### src/hdl/rot4p_pkg.sv
package rot4p_pkg;

    // Port field widths
    localparam int COORD_W    = 16;
    localparam int IDX_W      = 4;
    localparam int PHASE_W    = 16;
    localparam int CFG_IDX_W  = 3;
    localparam int CFG_DATA_W = 16;
    localparam int CENTRE_W   = 12;

    // Internal datapath widths
    localparam int SINE_W  = 16;  // signed Q2.14 sine/cosine
    localparam int CW      = 20;  // rotated coordinate, signed Q20.0 integer
    localparam int RW      = 40;  // rotation accumulator
    localparam int MW      = 22;  // shared multiplier operand, signed
    localparam int PW      = 2 * MW;
    localparam int DNW     = 62;  // dividend / quotient
    localparam int DSW     = 42;  // divisor
    localparam int DW      = 43;  // signed perspective denominator
    localparam int P3W     = 42;  // projected coordinate, signed
    localparam int MAGW    = 41;  // magnitude operand split in two halves
    localparam int SPLIT   = 21;  // low half width of a split magnitude
    localparam int SVW     = 60;  // signed pixel product
    localparam int PIX_SHIFT = 20;

    localparam logic [14:0] SINE_ONE = 15'd16384;
    localparam logic [PHASE_W-1:0] QUARTER_TURN = 16'h4000;

    // Reset values of the configuration registers
    localparam logic [15:0] RESET_STEP  = 16'd100;
    localparam logic [15:0] RESET_FOV   = 16'd512;
    localparam logic [15:0] RESET_SCALE = 16'd25600;
    localparam logic [CENTRE_W-1:0] RESET_CENTRE_X = 12'd400; // 800 / 2
    localparam logic [CENTRE_W-1:0] RESET_CENTRE_Y = 12'd300; // 600 / 2

    // Configuration register indexes
    localparam logic [CFG_IDX_W-1:0] CFG_ROTATION_STEP = 3'd0;
    localparam logic [CFG_IDX_W-1:0] CFG_FIELD_OF_VIEW = 3'd1;
    localparam logic [CFG_IDX_W-1:0] CFG_PIXEL_SCALE   = 3'd2;
    localparam logic [CFG_IDX_W-1:0] CFG_CENTRE_X      = 3'd3;
    localparam logic [CFG_IDX_W-1:0] CFG_CENTRE_Y      = 3'd4;

    // Command codes
    localparam logic CMD_VERTEX = 1'b0;
    localparam logic CMD_TICK   = 1'b1;

    typedef enum logic [3:0] {
        ST_IDLE,
        ST_TRIG,
        ST_ROT,
        ST_CHK1,
        ST_PM1,
        ST_DIV1,
        ST_CHK2,
        ST_PM2,
        ST_DIV2,
        ST_PX,
        ST_DONE
    } rot4p_state_t;

    // Quarter-wave sine in Q2.14, sin(k*pi/32)
    function automatic logic [14:0] sine_quarter(input logic [4:0] k);
        logic [14:0] v;
        case (k)
            5'd0:    v = 15'd0;
            5'd1:    v = 15'd1606;
            5'd2:    v = 15'd3196;
            5'd3:    v = 15'd4756;
            5'd4:    v = 15'd6270;
            5'd5:    v = 15'd7723;
            5'd6:    v = 15'd9102;
            5'd7:    v = 15'd10394;
            5'd8:    v = 15'd11585;
            5'd9:    v = 15'd12665;
            5'd10:   v = 15'd13623;
            5'd11:   v = 15'd14449;
            5'd12:   v = 15'd15137;
            5'd13:   v = 15'd15679;
            5'd14:   v = 15'd16069;
            5'd15:   v = 15'd16305;
            default: v = SINE_ONE;
        endcase
        return v;
    endfunction

endpackage

### src/hdl/rot4p_if.sv
interface rot4p_vertex_if import rot4p_pkg::*; ();
    logic                      valid;
    logic                      ready;
    logic                      cmd;
    logic [IDX_W-1:0]          vertex_index;
    logic signed [COORD_W-1:0] coord_x;
    logic signed [COORD_W-1:0] coord_y;
    logic signed [COORD_W-1:0] coord_z;
    logic signed [COORD_W-1:0] coord_w;

    modport source (output valid, cmd, vertex_index, coord_x, coord_y, coord_z, coord_w,
                    input ready);
    modport sink (input valid, cmd, vertex_index, coord_x, coord_y, coord_z, coord_w,
                  output ready);
endinterface

interface rot4p_pixel_if import rot4p_pkg::*; ();
    logic                      valid;
    logic                      ready;
    logic [IDX_W-1:0]          out_index;
    logic signed [COORD_W-1:0] screen_x;
    logic signed [COORD_W-1:0] screen_y;
    logic                      behind_viewer;

    modport source (output valid, out_index, screen_x, screen_y, behind_viewer,
                    input ready);
    modport sink (input valid, out_index, screen_x, screen_y, behind_viewer,
                  output ready);
endinterface

### src/hdl/rot4p_sine.sv
module rot4p_sine import rot4p_pkg::*;
(
    input  logic [PHASE_W-1:0]       phase,
    output logic signed [SINE_W-1:0] value
);

    logic [1:0]  quad;
    logic [14:0] off;
    logic [4:0]  idx;
    logic [9:0]  frac;
    logic [14:0] t0;
    logic [14:0] t1;
    logic [24:0] slope;
    logic [14:0] mag;

    always_comb
    begin
        quad = phase[15:14];
        // mirror the offset in the second and fourth quadrant
        if (quad[0])
        begin
            off = QUARTER_TURN[14:0] - {1'b0, phase[13:0]};
        end
        else
        begin
            off = {1'b0, phase[13:0]};
        end
        idx   = off[14:10];
        frac  = off[9:0];
        t0    = sine_quarter(idx);
        t1    = sine_quarter(idx + 5'd1);
        slope = {10'd0, t1 - t0} * {15'd0, frac};
        if (idx[4])
        begin
            mag = SINE_ONE;
        end
        else
        begin
            mag = t0 + slope[24:10];
        end
        if (quad[1])
        begin
            value = -$signed({1'b0, mag});
        end
        else
        begin
            value = $signed({1'b0, mag});
        end
    end

endmodule

### src/hdl/rot4p_muldiv.sv
module rot4p_muldiv import rot4p_pkg::*;
(
    input  logic                 clk,
    input  logic                 rst_n,
    input  logic signed [MW-1:0] mul_a,
    input  logic signed [MW-1:0] mul_b,
    output logic signed [PW-1:0] product,
    input  logic                 div_start,
    input  logic [DNW-1:0]       dividend,
    input  logic [DSW-1:0]       divisor,
    output logic                 div_done,
    output logic [DNW-1:0]       quotient
);

    localparam int CNTW = $clog2(DNW);

    logic signed [PW-1:0] prod_reg;
    logic signed [PW-1:0] prod_next;
    logic [DNW-1:0]       quo_reg;
    logic [DNW-1:0]       quo_next;
    logic [DSW-1:0]       rem_reg;
    logic [DSW-1:0]       rem_next;
    logic [DSW-1:0]       dsr_reg;
    logic [CNTW-1:0]      cnt_reg;
    logic [CNTW-1:0]      cnt_next;
    logic                 busy_reg;
    logic                 busy_next;
    logic                 done_reg;
    logic                 done_next;
    logic [DSW:0]         trial;

    assign prod_next = PW'(mul_a) * PW'(mul_b);

    // one quotient bit per cycle, restoring
    always_comb
    begin
        trial     = {rem_reg, quo_reg[DNW-1]};
        quo_next  = quo_reg;
        rem_next  = rem_reg;
        cnt_next  = cnt_reg;
        busy_next = busy_reg;
        done_next = 1'b0;
        if (div_start)
        begin
            quo_next  = dividend;
            rem_next  = '0;
            cnt_next  = CNTW'(DNW - 1);
            busy_next = 1'b1;
        end
        else if (busy_reg)
        begin
            if (trial >= {1'b0, dsr_reg})
            begin
                rem_next = DSW'(trial - {1'b0, dsr_reg});
                quo_next = {quo_reg[DNW-2:0], 1'b1};
            end
            else
            begin
                rem_next = trial[DSW-1:0];
                quo_next = {quo_reg[DNW-2:0], 1'b0};
            end
            cnt_next = cnt_reg - 1'b1;
            if (cnt_reg == '0)
            begin
                busy_next = 1'b0;
                done_next = 1'b1;
            end
        end
    end

    always_ff @(posedge clk or negedge rst_n)
    begin
        if (!rst_n)
        begin
            busy_reg <= 1'b0;
            done_reg <= 1'b0;
            cnt_reg  <= '0;
        end
        else
        begin
            busy_reg <= busy_next;
            done_reg <= done_next;
            cnt_reg  <= cnt_next;
        end
    end

    always_ff @(posedge clk)
    begin
        prod_reg <= prod_next;
        quo_reg  <= quo_next;
        rem_reg  <= rem_next;
        if (div_start)
        begin
            dsr_reg <= divisor;
        end
    end

    assign product  = prod_reg;
    assign div_done = done_reg;
    assign quotient = quo_reg;

endmodule

### src/hdl/rotate4d_project_vertex.sv
// A tick word is absorbed in the cycle it is accepted. A vertex word runs through the
// sequencer, whose run is set by the one-bit-per-cycle shared divider (up to five 62-bit
// divisions) and the single shared multiplier; its result arrives sooner when it lands
// behind the viewer. No new word is taken while a vertex is in flight; the next word is
// taken once the result is parked. Reset (rst_n, async, active low) zeroes the angles and
// loads register defaults.
module rotate4d_project_vertex import rot4p_pkg::*;
(
    input  logic                  clk,
    input  logic                  rst_n,
    rot4p_vertex_if.sink          vertex,
    rot4p_pixel_if.source         pixel,
    input  logic                  cfg_we,
    input  logic [CFG_IDX_W-1:0]  cfg_index,
    input  logic [CFG_DATA_W-1:0] cfg_data
);

    localparam logic signed [RW-1:0]  ROT_HALF = RW'(8192);
    localparam logic signed [SVW-1:0] PIX_HALF = SVW'(1 << 19);
    localparam logic [DNW-1:0]        MAG_LIMIT = DNW'(64'd1 << 40);
    localparam logic signed [SVW-1:0] SAT_HI = SVW'(32767);
    localparam logic signed [SVW-1:0] SAT_LO = -SVW'(32768);

    // Sequencer state
    rot4p_state_t state_reg, state_next;
    logic [2:0]   plane_reg, plane_next;   // rotation plane xy..zw
    logic [2:0]   sub_reg, sub_next;       // step within one operation
    logic [1:0]   sel_reg, sel_next;       // coordinate being projected

    // Configuration and angles
    logic [15:0]         step_reg, fov_reg, scale_reg;
    logic [CENTRE_W-1:0] cx_reg, cy_reg;
    logic [PHASE_W-1:0]  angle_reg [6];
    logic [PHASE_W-1:0]  angle_next [6];

    // Datapath registers
    logic signed [CW-1:0]     x_reg, x_next, y_reg, y_next, z_reg, z_next, w_reg, w_next;
    logic signed [SINE_W-1:0] sin_reg, sin_next, cos_reg, cos_next;
    logic signed [RW-1:0]     acc_reg, acc_next;
    logic signed [CW-1:0]     tmp_reg, tmp_next;
    logic signed [DW-1:0]     d_reg, d_next;
    logic signed [P3W-1:0]    x3_reg, x3_next, y3_reg, y3_next, z3_reg, z3_next;
    logic [MAGW-1:0]          mag_reg, mag_next;
    logic                     neg_reg, neg_next;
    logic [DNW-1:0]           big_reg, big_next;
    logic [COORD_W-1:0]       sx_reg, sx_next, sy_reg, sy_next;
    logic                     flag_reg, flag_next;
    logic [IDX_W-1:0]         idx_reg, idx_next;

    // Output register
    logic               out_valid_reg, out_valid_next;
    logic [IDX_W-1:0]   out_index_reg, out_index_next;
    logic [COORD_W-1:0] out_x_reg, out_x_next, out_y_reg, out_y_next;
    logic               out_flag_reg, out_flag_next;

    // Shared unit connections
    logic signed [MW-1:0] mul_a, mul_b;
    logic signed [PW-1:0] product;
    logic                 div_start, div_done;
    logic [DNW-1:0]       div_dividend, quotient;

    // Helpers
    logic [PHASE_W-1:0]       sin_phase, cos_phase;
    logic signed [SINE_W-1:0] sin_val, cos_val;
    logic signed [CW-1:0]     rot_a, rot_b;
    logic signed [RW-1:0]     prod_r;
    logic signed [PW-1:0]     prod_abs;
    logic [19:0]              fov16;
    logic signed [DW-1:0]     d1, d2;
    logic [DNW-1:0]           prod_u, sum_u;
    logic signed [SVW-1:0]    sv, pix;
    logic [COORD_W-1:0]       pix_sat;
    logic signed [P3W-1:0]    q_signed;
    logic [CENTRE_W-1:0]      centre;

    function automatic logic signed [CW-1:0] round14(input logic signed [RW-1:0] v);
        logic signed [RW-1:0] t;
        t = (v + ROT_HALF) >>> 14;
        return t[CW-1:0];
    endfunction

    rot4p_sine u_sin
    (
        .phase (sin_phase),
        .value (sin_val)
    );

    rot4p_sine u_cos
    (
        .phase (cos_phase),
        .value (cos_val)
    );

    rot4p_muldiv u_muldiv
    (
        .clk       (clk),
        .rst_n     (rst_n),
        .mul_a     (mul_a),
        .mul_b     (mul_b),
        .product   (product),
        .div_start (div_start),
        .dividend  (div_dividend),
        .divisor   (d_reg[DSW-1:0]),
        .div_done  (div_done),
        .quotient  (quotient)
    );

    assign sin_phase = angle_reg[plane_reg];
    assign cos_phase = sin_phase + QUARTER_TURN;
    assign fov16     = {fov_reg, 4'd0};
    assign prod_r    = $signed(product[RW-1:0]);
    assign prod_abs  = product[PW-1] ? -product : product;
    assign prod_u    = DNW'($unsigned(product));
    assign sum_u     = big_reg + prod_u;
    assign d1        = DW'($signed({1'b0, fov16})) + DW'(w_reg);
    assign d2        = DW'($signed({1'b0, fov16})) + DW'(z3_reg);
    assign q_signed  = neg_reg ? -$signed({1'b0, quotient[P3W-2:0]})
                               : $signed({1'b0, quotient[P3W-2:0]});
    assign centre    = (sel_reg == 2'd0) ? cx_reg : cy_reg;

    // Pixel: apply sign, round by floor shift, add centre, saturate
    always_comb
    begin
        sv  = neg_reg ? -SVW'(sum_u) : SVW'(sum_u);
        pix = ((sv + PIX_HALF) >>> PIX_SHIFT) + SVW'($signed({1'b0, centre}));
        if (pix > SAT_HI)
        begin
            pix_sat = 16'h7FFF;
        end
        else if (pix < SAT_LO)
        begin
            pix_sat = 16'h8000;
        end
        else
        begin
            pix_sat = pix[COORD_W-1:0];
        end
    end

    // Coordinate pair of the current rotation plane
    always_comb
    begin
        case (plane_reg)
            3'd0:    begin rot_a = x_reg; rot_b = y_reg; end
            3'd1:    begin rot_a = x_reg; rot_b = z_reg; end
            3'd2:    begin rot_a = x_reg; rot_b = w_reg; end
            3'd3:    begin rot_a = y_reg; rot_b = z_reg; end
            3'd4:    begin rot_a = y_reg; rot_b = w_reg; end
            default: begin rot_a = z_reg; rot_b = w_reg; end
        endcase
    end

    // Multiplier operand select; the product is registered and shows up in the next cycle
    always_comb
    begin
        mul_a = '0;
        mul_b = '0;
        case (state_reg)
            ST_ROT:
            begin
                case (sub_reg)
                    3'd0:    begin mul_a = MW'(rot_a); mul_b = MW'(cos_reg); end
                    3'd1:    begin mul_a = MW'(rot_b); mul_b = MW'(sin_reg); end
                    3'd2:    begin mul_a = MW'(rot_a); mul_b = MW'(sin_reg); end
                    default: begin mul_a = MW'(rot_b); mul_b = MW'(cos_reg); end
                endcase
            end
            ST_PM1:
            begin
                case (sel_reg)
                    2'd0:    mul_a = MW'(x_reg);
                    2'd1:    mul_a = MW'(y_reg);
                    default: mul_a = MW'(z_reg);
                endcase
                mul_b = $signed({2'b00, fov16});
            end
            ST_PM2:
            begin
                if (sub_reg == 3'd0)
                begin
                    mul_a = $signed({2'b00, mag_reg[MAGW-1:SPLIT]});
                end
                else
                begin
                    mul_a = $signed({1'b0, mag_reg[SPLIT-1:0]});
                end
                mul_b = $signed({2'b00, fov16});
            end
            ST_PX:
            begin
                if (sub_reg == 3'd0)
                begin
                    mul_a = $signed({2'b00, mag_reg[MAGW-1:SPLIT]});
                end
                else
                begin
                    mul_a = $signed({1'b0, mag_reg[SPLIT-1:0]});
                end
                mul_b = $signed({6'd0, scale_reg});
            end
            default:
            begin
                mul_a = '0;
                mul_b = '0;
            end
        endcase
    end

    assign div_dividend = (state_reg == ST_PM1) ? DNW'($unsigned(prod_abs)) : sum_u;

    // Sequencer: next state and datapath updates
    always_comb
    begin
        state_next     = state_reg;
        plane_next     = plane_reg;
        sub_next       = sub_reg;
        sel_next       = sel_reg;
        angle_next     = angle_reg;
        x_next         = x_reg;
        y_next         = y_reg;
        z_next         = z_reg;
        w_next         = w_reg;
        sin_next       = sin_reg;
        cos_next       = cos_reg;
        acc_next       = acc_reg;
        tmp_next       = tmp_reg;
        d_next         = d_reg;
        x3_next        = x3_reg;
        y3_next        = y3_reg;
        z3_next        = z3_reg;
        mag_next       = mag_reg;
        neg_next       = neg_reg;
        big_next       = big_reg;
        sx_next        = sx_reg;
        sy_next        = sy_reg;
        flag_next      = flag_reg;
        idx_next       = idx_reg;
        div_start      = 1'b0;
        // drop the pending result once it is taken
        out_valid_next = out_valid_reg && !pixel.ready;
        out_index_next = out_index_reg;
        out_x_next     = out_x_reg;
        out_y_next     = out_y_reg;
        out_flag_next  = out_flag_reg;

        case (state_reg)
            ST_IDLE:
            begin
                if (vertex.valid)
                begin
                    if (vertex.cmd == CMD_TICK)
                    begin
                        for (int i = 0; i < 6; i++)
                        begin
                            angle_next[i] = angle_reg[i] + step_reg;
                        end
                    end
                    else
                    begin
                        x_next     = CW'(vertex.coord_x);
                        y_next     = CW'(vertex.coord_y);
                        z_next     = CW'(vertex.coord_z);
                        w_next     = CW'(vertex.coord_w);
                        idx_next   = vertex.vertex_index;
                        flag_next  = 1'b0;
                        plane_next = 3'd0;
                        state_next = ST_TRIG;
                    end
                end
            end
            ST_TRIG:
            begin
                sin_next   = sin_val;
                cos_next   = cos_val;
                sub_next   = 3'd0;
                state_next = ST_ROT;
            end
            ST_ROT:
            begin
                case (sub_reg)
                    3'd0:
                    begin
                        sub_next = 3'd1;
                    end
                    3'd1:
                    begin
                        acc_next = prod_r;
                        sub_next = 3'd2;
                    end
                    3'd2:
                    begin
                        tmp_next = round14(acc_reg - prod_r);
                        sub_next = 3'd3;
                    end
                    3'd3:
                    begin
                        acc_next = prod_r;
                        sub_next = 3'd4;
                    end
                    default:
                    begin
                        case (plane_reg)
                            3'd0:    begin x_next = tmp_reg; y_next = round14(acc_reg + prod_r); end
                            3'd1:    begin x_next = tmp_reg; z_next = round14(acc_reg + prod_r); end
                            3'd2:    begin x_next = tmp_reg; w_next = round14(acc_reg + prod_r); end
                            3'd3:    begin y_next = tmp_reg; z_next = round14(acc_reg + prod_r); end
                            3'd4:    begin y_next = tmp_reg; w_next = round14(acc_reg + prod_r); end
                            default: begin z_next = tmp_reg; w_next = round14(acc_reg + prod_r); end
                        endcase
                        if (plane_reg == 3'd5)
                        begin
                            state_next = ST_CHK1;
                        end
                        else
                        begin
                            plane_next = plane_reg + 3'd1;
                            state_next = ST_TRIG;
                        end
                    end
                endcase
            end
            ST_CHK1:
            begin
                if (d1[DW-1] || d1 == '0)
                begin
                    flag_next  = 1'b1;
                    sx_next    = '0;
                    sy_next    = '0;
                    state_next = ST_DONE;
                end
                else
                begin
                    d_next     = d1;
                    sel_next   = 2'd0;
                    sub_next   = 3'd0;
                    state_next = ST_PM1;
                end
            end
            ST_PM1:
            begin
                if (sub_reg == 3'd0)
                begin
                    sub_next = 3'd1;
                end
                else
                begin
                    div_start  = 1'b1;
                    neg_next   = product[PW-1];
                    state_next = ST_DIV1;
                end
            end
            ST_DIV1:
            begin
                if (div_done)
                begin
                    case (sel_reg)
                        2'd0:    x3_next = q_signed;
                        2'd1:    y3_next = q_signed;
                        default: z3_next = q_signed;
                    endcase
                    if (sel_reg == 2'd2)
                    begin
                        state_next = ST_CHK2;
                    end
                    else
                    begin
                        sel_next   = sel_reg + 2'd1;
                        sub_next   = 3'd0;
                        state_next = ST_PM1;
                    end
                end
            end
            ST_CHK2:
            begin
                if (d2[DW-1] || d2 == '0)
                begin
                    flag_next  = 1'b1;
                    sx_next    = '0;
                    sy_next    = '0;
                    state_next = ST_DONE;
                end
                else
                begin
                    d_next     = d2;
                    neg_next   = x3_reg[P3W-1];
                    mag_next   = x3_reg[P3W-1] ? MAGW'(-x3_reg) : MAGW'(x3_reg);
                    sel_next   = 2'd0;
                    sub_next   = 3'd0;
                    state_next = ST_PM2;
                end
            end
            ST_PM2:
            begin
                case (sub_reg)
                    3'd0:
                    begin
                        sub_next = 3'd1;
                    end
                    3'd1:
                    begin
                        big_next = {product[DNW-SPLIT-1:0], SPLIT'(0)};
                        sub_next = 3'd2;
                    end
                    default:
                    begin
                        div_start  = 1'b1;
                        state_next = ST_DIV2;
                    end
                endcase
            end
            ST_DIV2:
            begin
                if (div_done)
                begin
                    // hold the magnitude at 2^40; the saturated pixel is the same
                    if (quotient > MAG_LIMIT)
                    begin
                        mag_next = MAG_LIMIT[MAGW-1:0];
                    end
                    else
                    begin
                        mag_next = quotient[MAGW-1:0];
                    end
                    sub_next   = 3'd0;
                    state_next = ST_PX;
                end
            end
            ST_PX:
            begin
                case (sub_reg)
                    3'd0:
                    begin
                        sub_next = 3'd1;
                    end
                    3'd1:
                    begin
                        big_next = {product[DNW-SPLIT-1:0], SPLIT'(0)};
                        sub_next = 3'd2;
                    end
                    default:
                    begin
                        if (sel_reg == 2'd0)
                        begin
                            sx_next    = pix_sat;
                            neg_next   = y3_reg[P3W-1];
                            mag_next   = y3_reg[P3W-1] ? MAGW'(-y3_reg) : MAGW'(y3_reg);
                            sel_next   = 2'd1;
                            sub_next   = 3'd0;
                            state_next = ST_PM2;
                        end
                        else
                        begin
                            sy_next    = pix_sat;
                            state_next = ST_DONE;
                        end
                    end
                endcase
            end
            ST_DONE:
            begin
                // park the result once the output register is free
                if (!out_valid_reg || pixel.ready)
                begin
                    out_valid_next = 1'b1;
                    out_index_next = idx_reg;
                    out_x_next     = sx_reg;
                    out_y_next     = sy_reg;
                    out_flag_next  = flag_reg;
                    state_next     = ST_IDLE;
                end
            end
            default:
            begin
                state_next = ST_IDLE;
            end
        endcase
    end

    // Control state
    always_ff @(posedge clk or negedge rst_n)
    begin
        if (!rst_n)
        begin
            state_reg     <= ST_IDLE;
            plane_reg     <= '0;
            sub_reg       <= '0;
            sel_reg       <= '0;
            out_valid_reg <= 1'b0;
            for (int i = 0; i < 6; i++)
            begin
                angle_reg[i] <= '0;
            end
        end
        else
        begin
            state_reg     <= state_next;
            plane_reg     <= plane_next;
            sub_reg       <= sub_next;
            sel_reg       <= sel_next;
            out_valid_reg <= out_valid_next;
            angle_reg     <= angle_next;
        end
    end

    // Configuration registers; unknown indexes are dropped
    always_ff @(posedge clk or negedge rst_n)
    begin
        if (!rst_n)
        begin
            step_reg  <= RESET_STEP;
            fov_reg   <= RESET_FOV;
            scale_reg <= RESET_SCALE;
            cx_reg    <= RESET_CENTRE_X;
            cy_reg    <= RESET_CENTRE_Y;
        end
        else if (cfg_we)
        begin
            case (cfg_index)
                CFG_ROTATION_STEP: step_reg  <= cfg_data;
                CFG_FIELD_OF_VIEW: fov_reg   <= cfg_data;
                CFG_PIXEL_SCALE:   scale_reg <= cfg_data;
                CFG_CENTRE_X:      cx_reg    <= cfg_data[CENTRE_W-1:0];
                CFG_CENTRE_Y:      cy_reg    <= cfg_data[CENTRE_W-1:0];
                default:           ;
            endcase
        end
    end

    // Payload
    always_ff @(posedge clk)
    begin
        x_reg         <= x_next;
        y_reg         <= y_next;
        z_reg         <= z_next;
        w_reg         <= w_next;
        sin_reg       <= sin_next;
        cos_reg       <= cos_next;
        acc_reg       <= acc_next;
        tmp_reg       <= tmp_next;
        d_reg         <= d_next;
        x3_reg        <= x3_next;
        y3_reg        <= y3_next;
        z3_reg        <= z3_next;
        mag_reg       <= mag_next;
        neg_reg       <= neg_next;
        big_reg       <= big_next;
        sx_reg        <= sx_next;
        sy_reg        <= sy_next;
        flag_reg      <= flag_next;
        idx_reg       <= idx_next;
        out_index_reg <= out_index_next;
        out_x_reg     <= out_x_next;
        out_y_reg     <= out_y_next;
        out_flag_reg  <= out_flag_next;
    end

    assign vertex.ready        = (state_reg == ST_IDLE);
    assign pixel.valid         = out_valid_reg;
    assign pixel.out_index     = out_index_reg;
    assign pixel.screen_x      = out_x_reg;
    assign pixel.screen_y      = out_y_reg;
    assign pixel.behind_viewer = out_flag_reg;

endmodule

### src/flat_wrapper.sv
// flat-port wrapper written by rule: the top's interface ports become plain ports
module rotate4d_project_vertex_flat import rot4p_pkg::*;
  (clk, rst_n, cfg_we, cfg_index, cfg_data, vertex_valid, vertex_cmd, vertex_vertex_index, vertex_coord_x, vertex_coord_y, vertex_coord_z, vertex_coord_w, vertex_ready, pixel_valid, pixel_out_index, pixel_screen_x, pixel_screen_y, pixel_behind_viewer, pixel_ready);
  rot4p_vertex_if vertex_i ();
  rot4p_pixel_if pixel_i ();
  input  logic clk;
  input  logic rst_n;
  input  logic cfg_we;
  input  logic [CFG_IDX_W-1:0] cfg_index;
  input  logic [CFG_DATA_W-1:0] cfg_data;
  input wire logic [$bits(vertex_i.valid)-1:0] vertex_valid;
  input wire logic [$bits(vertex_i.cmd)-1:0] vertex_cmd;
  input wire logic [$bits(vertex_i.vertex_index)-1:0] vertex_vertex_index;
  input wire logic [$bits(vertex_i.coord_x)-1:0] vertex_coord_x;
  input wire logic [$bits(vertex_i.coord_y)-1:0] vertex_coord_y;
  input wire logic [$bits(vertex_i.coord_z)-1:0] vertex_coord_z;
  input wire logic [$bits(vertex_i.coord_w)-1:0] vertex_coord_w;
  output wire logic [$bits(vertex_i.ready)-1:0] vertex_ready;
  output wire logic [$bits(pixel_i.valid)-1:0] pixel_valid;
  output wire logic [$bits(pixel_i.out_index)-1:0] pixel_out_index;
  output wire logic [$bits(pixel_i.screen_x)-1:0] pixel_screen_x;
  output wire logic [$bits(pixel_i.screen_y)-1:0] pixel_screen_y;
  output wire logic [$bits(pixel_i.behind_viewer)-1:0] pixel_behind_viewer;
  input wire logic [$bits(pixel_i.ready)-1:0] pixel_ready;
  assign vertex_i.valid = vertex_valid;
  assign vertex_i.cmd = vertex_cmd;
  assign vertex_i.vertex_index = vertex_vertex_index;
  assign vertex_i.coord_x = vertex_coord_x;
  assign vertex_i.coord_y = vertex_coord_y;
  assign vertex_i.coord_z = vertex_coord_z;
  assign vertex_i.coord_w = vertex_coord_w;
  assign vertex_ready = vertex_i.ready;
  assign pixel_valid = pixel_i.valid;
  assign pixel_out_index = pixel_i.out_index;
  assign pixel_screen_x = pixel_i.screen_x;
  assign pixel_screen_y = pixel_i.screen_y;
  assign pixel_behind_viewer = pixel_i.behind_viewer;
  assign pixel_i.ready = pixel_ready;
  rotate4d_project_vertex u_core (.clk(clk), .rst_n(rst_n), .vertex(vertex_i), .pixel(pixel_i), .cfg_we(cfg_we), .cfg_index(cfg_index), .cfg_data(cfg_data));
endmodule
### config.mk
export PLATFORM = sky130hd
export DESIGN_NAME = rotate4d_project_vertex_flat
export DESIGN_NICKNAME = d
export VERILOG_FILES = /design/src/hdl/rot4p_pkg.sv /design/src/hdl/rot4p_if.sv /design/src/hdl/rot4p_sine.sv /design/src/hdl/rot4p_muldiv.sv /design/src/hdl/rotate4d_project_vertex.sv /design/src/flat_wrapper.sv
export SDC_FILE = /design/constraint.sdc
export NUM_CORES = 2
export LEC_CHECK = 0
export BUFFER_PORTS_ARGS = -buffer_cell sky130_fd_sc_hd__buf_2
export CORE_ASPECT_RATIO = 1.5
export CORE_MARGIN = 2
export CORE_UTILIZATION = 35
export CTS_BUF_LIST = sky130_fd_sc_hd__clkbuf_2 sky130_fd_sc_hd__clkbuf_4 sky130_fd_sc_hd__clkbuf_8
export CTS_CLUSTER_DIAMETER = 100
export DETAILED_ROUTE_END_ITERATION = 12
export GPL_TIMING_DRIVEN = 0
export PLACE_DENSITY_LB_ADDON = 0.25
export RECOVER_POWER = 50
export SLEW_MARGIN = 20
export SYNTH_ARGS = -nofsm -noshare
export SYNTH_HDL_FRONTEND = slang
export SYNTH_SLANG_ARGS = --single-unit
### constraint.sdc
create_clock -name clk -period 27.7 [get_ports clk]
set_clock_uncertainty 0.15 [all_clocks]
set_input_delay 5.54 -clock clk [delete_from_list [all_inputs] [get_ports clk]]
set_output_delay 5.54 -clock clk [all_outputs]
set_load 0.03 [all_outputs]
==> reports/results.tsv <==
metric	value	unit
share of cells above drive strength 1	6.99	%
endpoints failing setup	0	
Core ar.	242000	um2
CP endpoint kind	flop	
dominant synthesized flop cell	edfxtp_1	
Final #Nets	10869	
max-cap violation count	10	
I/O Pins	132	
unrepaired setup endpoints after global routing	false	
max reg flops	96	
Resized cells post-CTS	0	
routed vias	70413	
mapped cell area	85100	um2
failing checks	capacitance limit, slew limit	
largest family of logic cells by synthesized area	adder cells	
std cell rows	221	
first drt pass iteration count	6	
largest net degree at the start of global routing	79	
Commonest cells post-synth	nand2_1 (1,154), inv_1 (1,009), fa_1 (718)	
required time of the worst setup path	28.18	ns
VDD IR max	0.0323	mV
EDFF count, synth	595	
fraction of synthesized cell area in xor and xnor cells	7.25	%
post-synthesis async set-or-reset flop share	21.7	%
Max-slew headroom	-206	%
Residual DRC	0	
first-pass GRT wire length	479000	um
crit path max fanout	11	
Ys Warns	0	
Peak Freq	0.0546	GHz
Power Density	37.7	nW/um2
hpwl dp	274000	um
Final Max Slew Viols	360	
clock sink total	870	
number of global-route vias before repair	72835	
main area contributors after synthesis	edfxtp_1 (21%), fa_1 (17%), ha_1 (9.8%)	
Layout Cells excl Fill	12749	
initial core utilization	35.2	%
dpl cell area	91000	um2
cell taking the most area after synthesis	edfxtp_1	
critical path's slowest cell	a22oi_1	
fin crit period	18.32	ns
crit start category	flop	
postcts setup bufs	0	
placed cell count	12471	
DIE AREA	247000	um2
Final Cycle Share	66.1	%
Clock Tree Root	clkbuf_8	
top-area cell type share of the netlist area	21.0	%
Distinct cells, synth	105	
Synth Area in Adders	26.7	%
hold buffers post-CTS	0	
Sum Neg Setup Slack	0	ns
Bufs on Longest Clock Path	4	
synthesized area per cell	9.39	um2
sequential share of the synthesized area	28.6	%
Final Hold Viols	0	
Synthesized Nets	10545	
antenna violations before repair	37	
mux share of post-synthesis cell area	2.95	%
crit-path most repeated cell	a21o_1	
Die Width	407	um
DR WL/cell	26.0	um
die height	608	um
Largest stage delay, worst path	0.92	ns
top-count cell post-synth	nand2_1	
Synth Instances	9067	
Post-Synth Simple-Gate Area	14.5	%
#FFs+latches synth	870	
Least-Margin Pin Slew	4.59	ns
total track usage	26.4	%
kind of critical path	reg2reg	
Pleak	40.9	nW
Via density	5.52	
worst skew pair latency	0.91	ns
Worst EP arrival	18.80	ns
final instance area	94000	um2
hold crit path type	reg2reg	
Routed Antenna Nets	0	
Worst-path clk slew	0.07	ns
CTS tree	done	
Layout area overhead	10.4	%
I/O Buffers	131	
final WL	331000	um
Compound-Gate Fraction of Synth Area	14.0	%
total gr overflow	0	
CTS H-Tree Depth	4	
status	complete, but fails checks	
Initial DRC Count	5353	
cts bufs inserted	148	
RePlAce Congestion	1.03	
[worst max-delay path: cells and delay by family (launching register included)]
kind,cells,cell delay [ns]
compound gates,22,5.98
mux,1,0.60
flops,1,0.38
buf+inv,9,2.89
simple gates,11,2.18
fa+ha+maj,9,3.78
xor+xnor,5,2.08
[area by class of cell]
type	instances	area, um2
flip-flops and latches	870	24300
clock buffers	196	2450
plain buffers	354	1350
clock inverters	64	768
well taps	3233	4050
multi-input cells	6829	56000
diodes	15	37.5
fillers	24439	148000
inverters	1014	3810
repair buffers	174	1160
[logic make-up (layout without fill, tap and decap cells)]
kind of cell,after synthesis,count (layout)
compound gates,1809,1809
simple gates,2715,2715
other cells,0,15
fa+ha+maj,1385,1385
buf+inv,1368,1802
flops,870,870
mux,215,215
xor+xnor,705,705
[metrics by stage]
stage                     hold WS, ns  worst slack, ns  power (mW)  utilization (%)
after CTS                       0.238             9.59        3.56             39.0
after global placement          0.251             9.67        2.21             37.2
after detailed placement        0.255             9.62        2.23             37.6
final                           0.250             9.38        3.54             38.9
after global routing            0.257             8.59        3.68             38.9
after floorplan                 0.250            13.63        2.03                -
[worst paths after layout]
check	depth (start not counted)	end	from	slack, ns
worst max-delay path	57	u_core.sin_reg[14]	u_core.plane_reg[0]	9.38
worst min-delay path	0	u_core.u_muldiv.dsr_reg[32]	u_core.d_reg[32]	0.25
worst max register to register	57	u_core.sin_reg[14]	u_core.plane_reg[0]	9.38
worst min register to register	0	u_core.u_muldiv.dsr_reg[32]	u_core.d_reg[32]	0.25
max in group asynchronous	2	u_core.angle_reg[95]	rst_n	16.69
min in group asynchronous	1	u_core.angle_reg[71]	rst_n	5.26
[power by group]
group	total, mW	switching (mW)	leakage [nW]	internal, mW
Combinational	0.661	0.370	30.7	0.291
Clock	1.33	0.587	1.66	0.739
Sequential	1.55	0.0883	8.47	1.46
Total	3.54	1.05	40.9	2.49
[cell usage in the layout (no fill, tap or decap), types with 42 or more instances in the layout]
master / Yosys / final
nand2_1: 1154 / 1153
inv_1: 1009 / 1010
fa_1: 718 / 717
nor2_1: 699 / 696
ha_1: 667 / 667
edfxtp_1: 595 / 595
xnor2_1: 464 / 460
a21oi_1: 427 / 423
o21ai_0: 432 / 417
clkbuf_1: 329 / 371
xor2_1: 241 / 239
dfrtp_1: 175 / 175
clkbuf_8: 0 / 156
a21o_1: 138 / 138
nand3_1: 124 / 124
nor3_1: 121 / 119
mux2_2: 113 / 113
buf_2: 3 / 103
o21bai_1: 92 / 92
dfxtp_1: 86 / 86
mux2i_1: 84 / 84
nor2b_1: 78 / 78
nand2b_1: 78 / 78
a22oi_1: 77 / 77
o31ai_1: 74 / 74
a211oi_1: 68 / 68
or3_1: 67 / 67
a31oi_1: 66 / 65
and3_1: 63 / 63
o21a_1: 61 / 61
and2_1: 55 / 53
nor4_1: 51 / 50
or2_2: 49 / 49
nand4_1: 45 / 45
or4_1: 42 / 42
[routing by layer]
layer | track usage, % | routed length, um | vias up | share of wire (%)
li1 | - | - | 31755 | -
met1 | 27.7 | 114000 | 35052 | 35
met2 | 46.6 | 166000 | 2664 | 50
met3 | 4.78 | 21300 | 916 | 6.4
met4 | 19.9 | 29700 | 26 | 9.0
met5 | 0 | 165 | - | 0.050
Power figures use the tool's default switching activity.
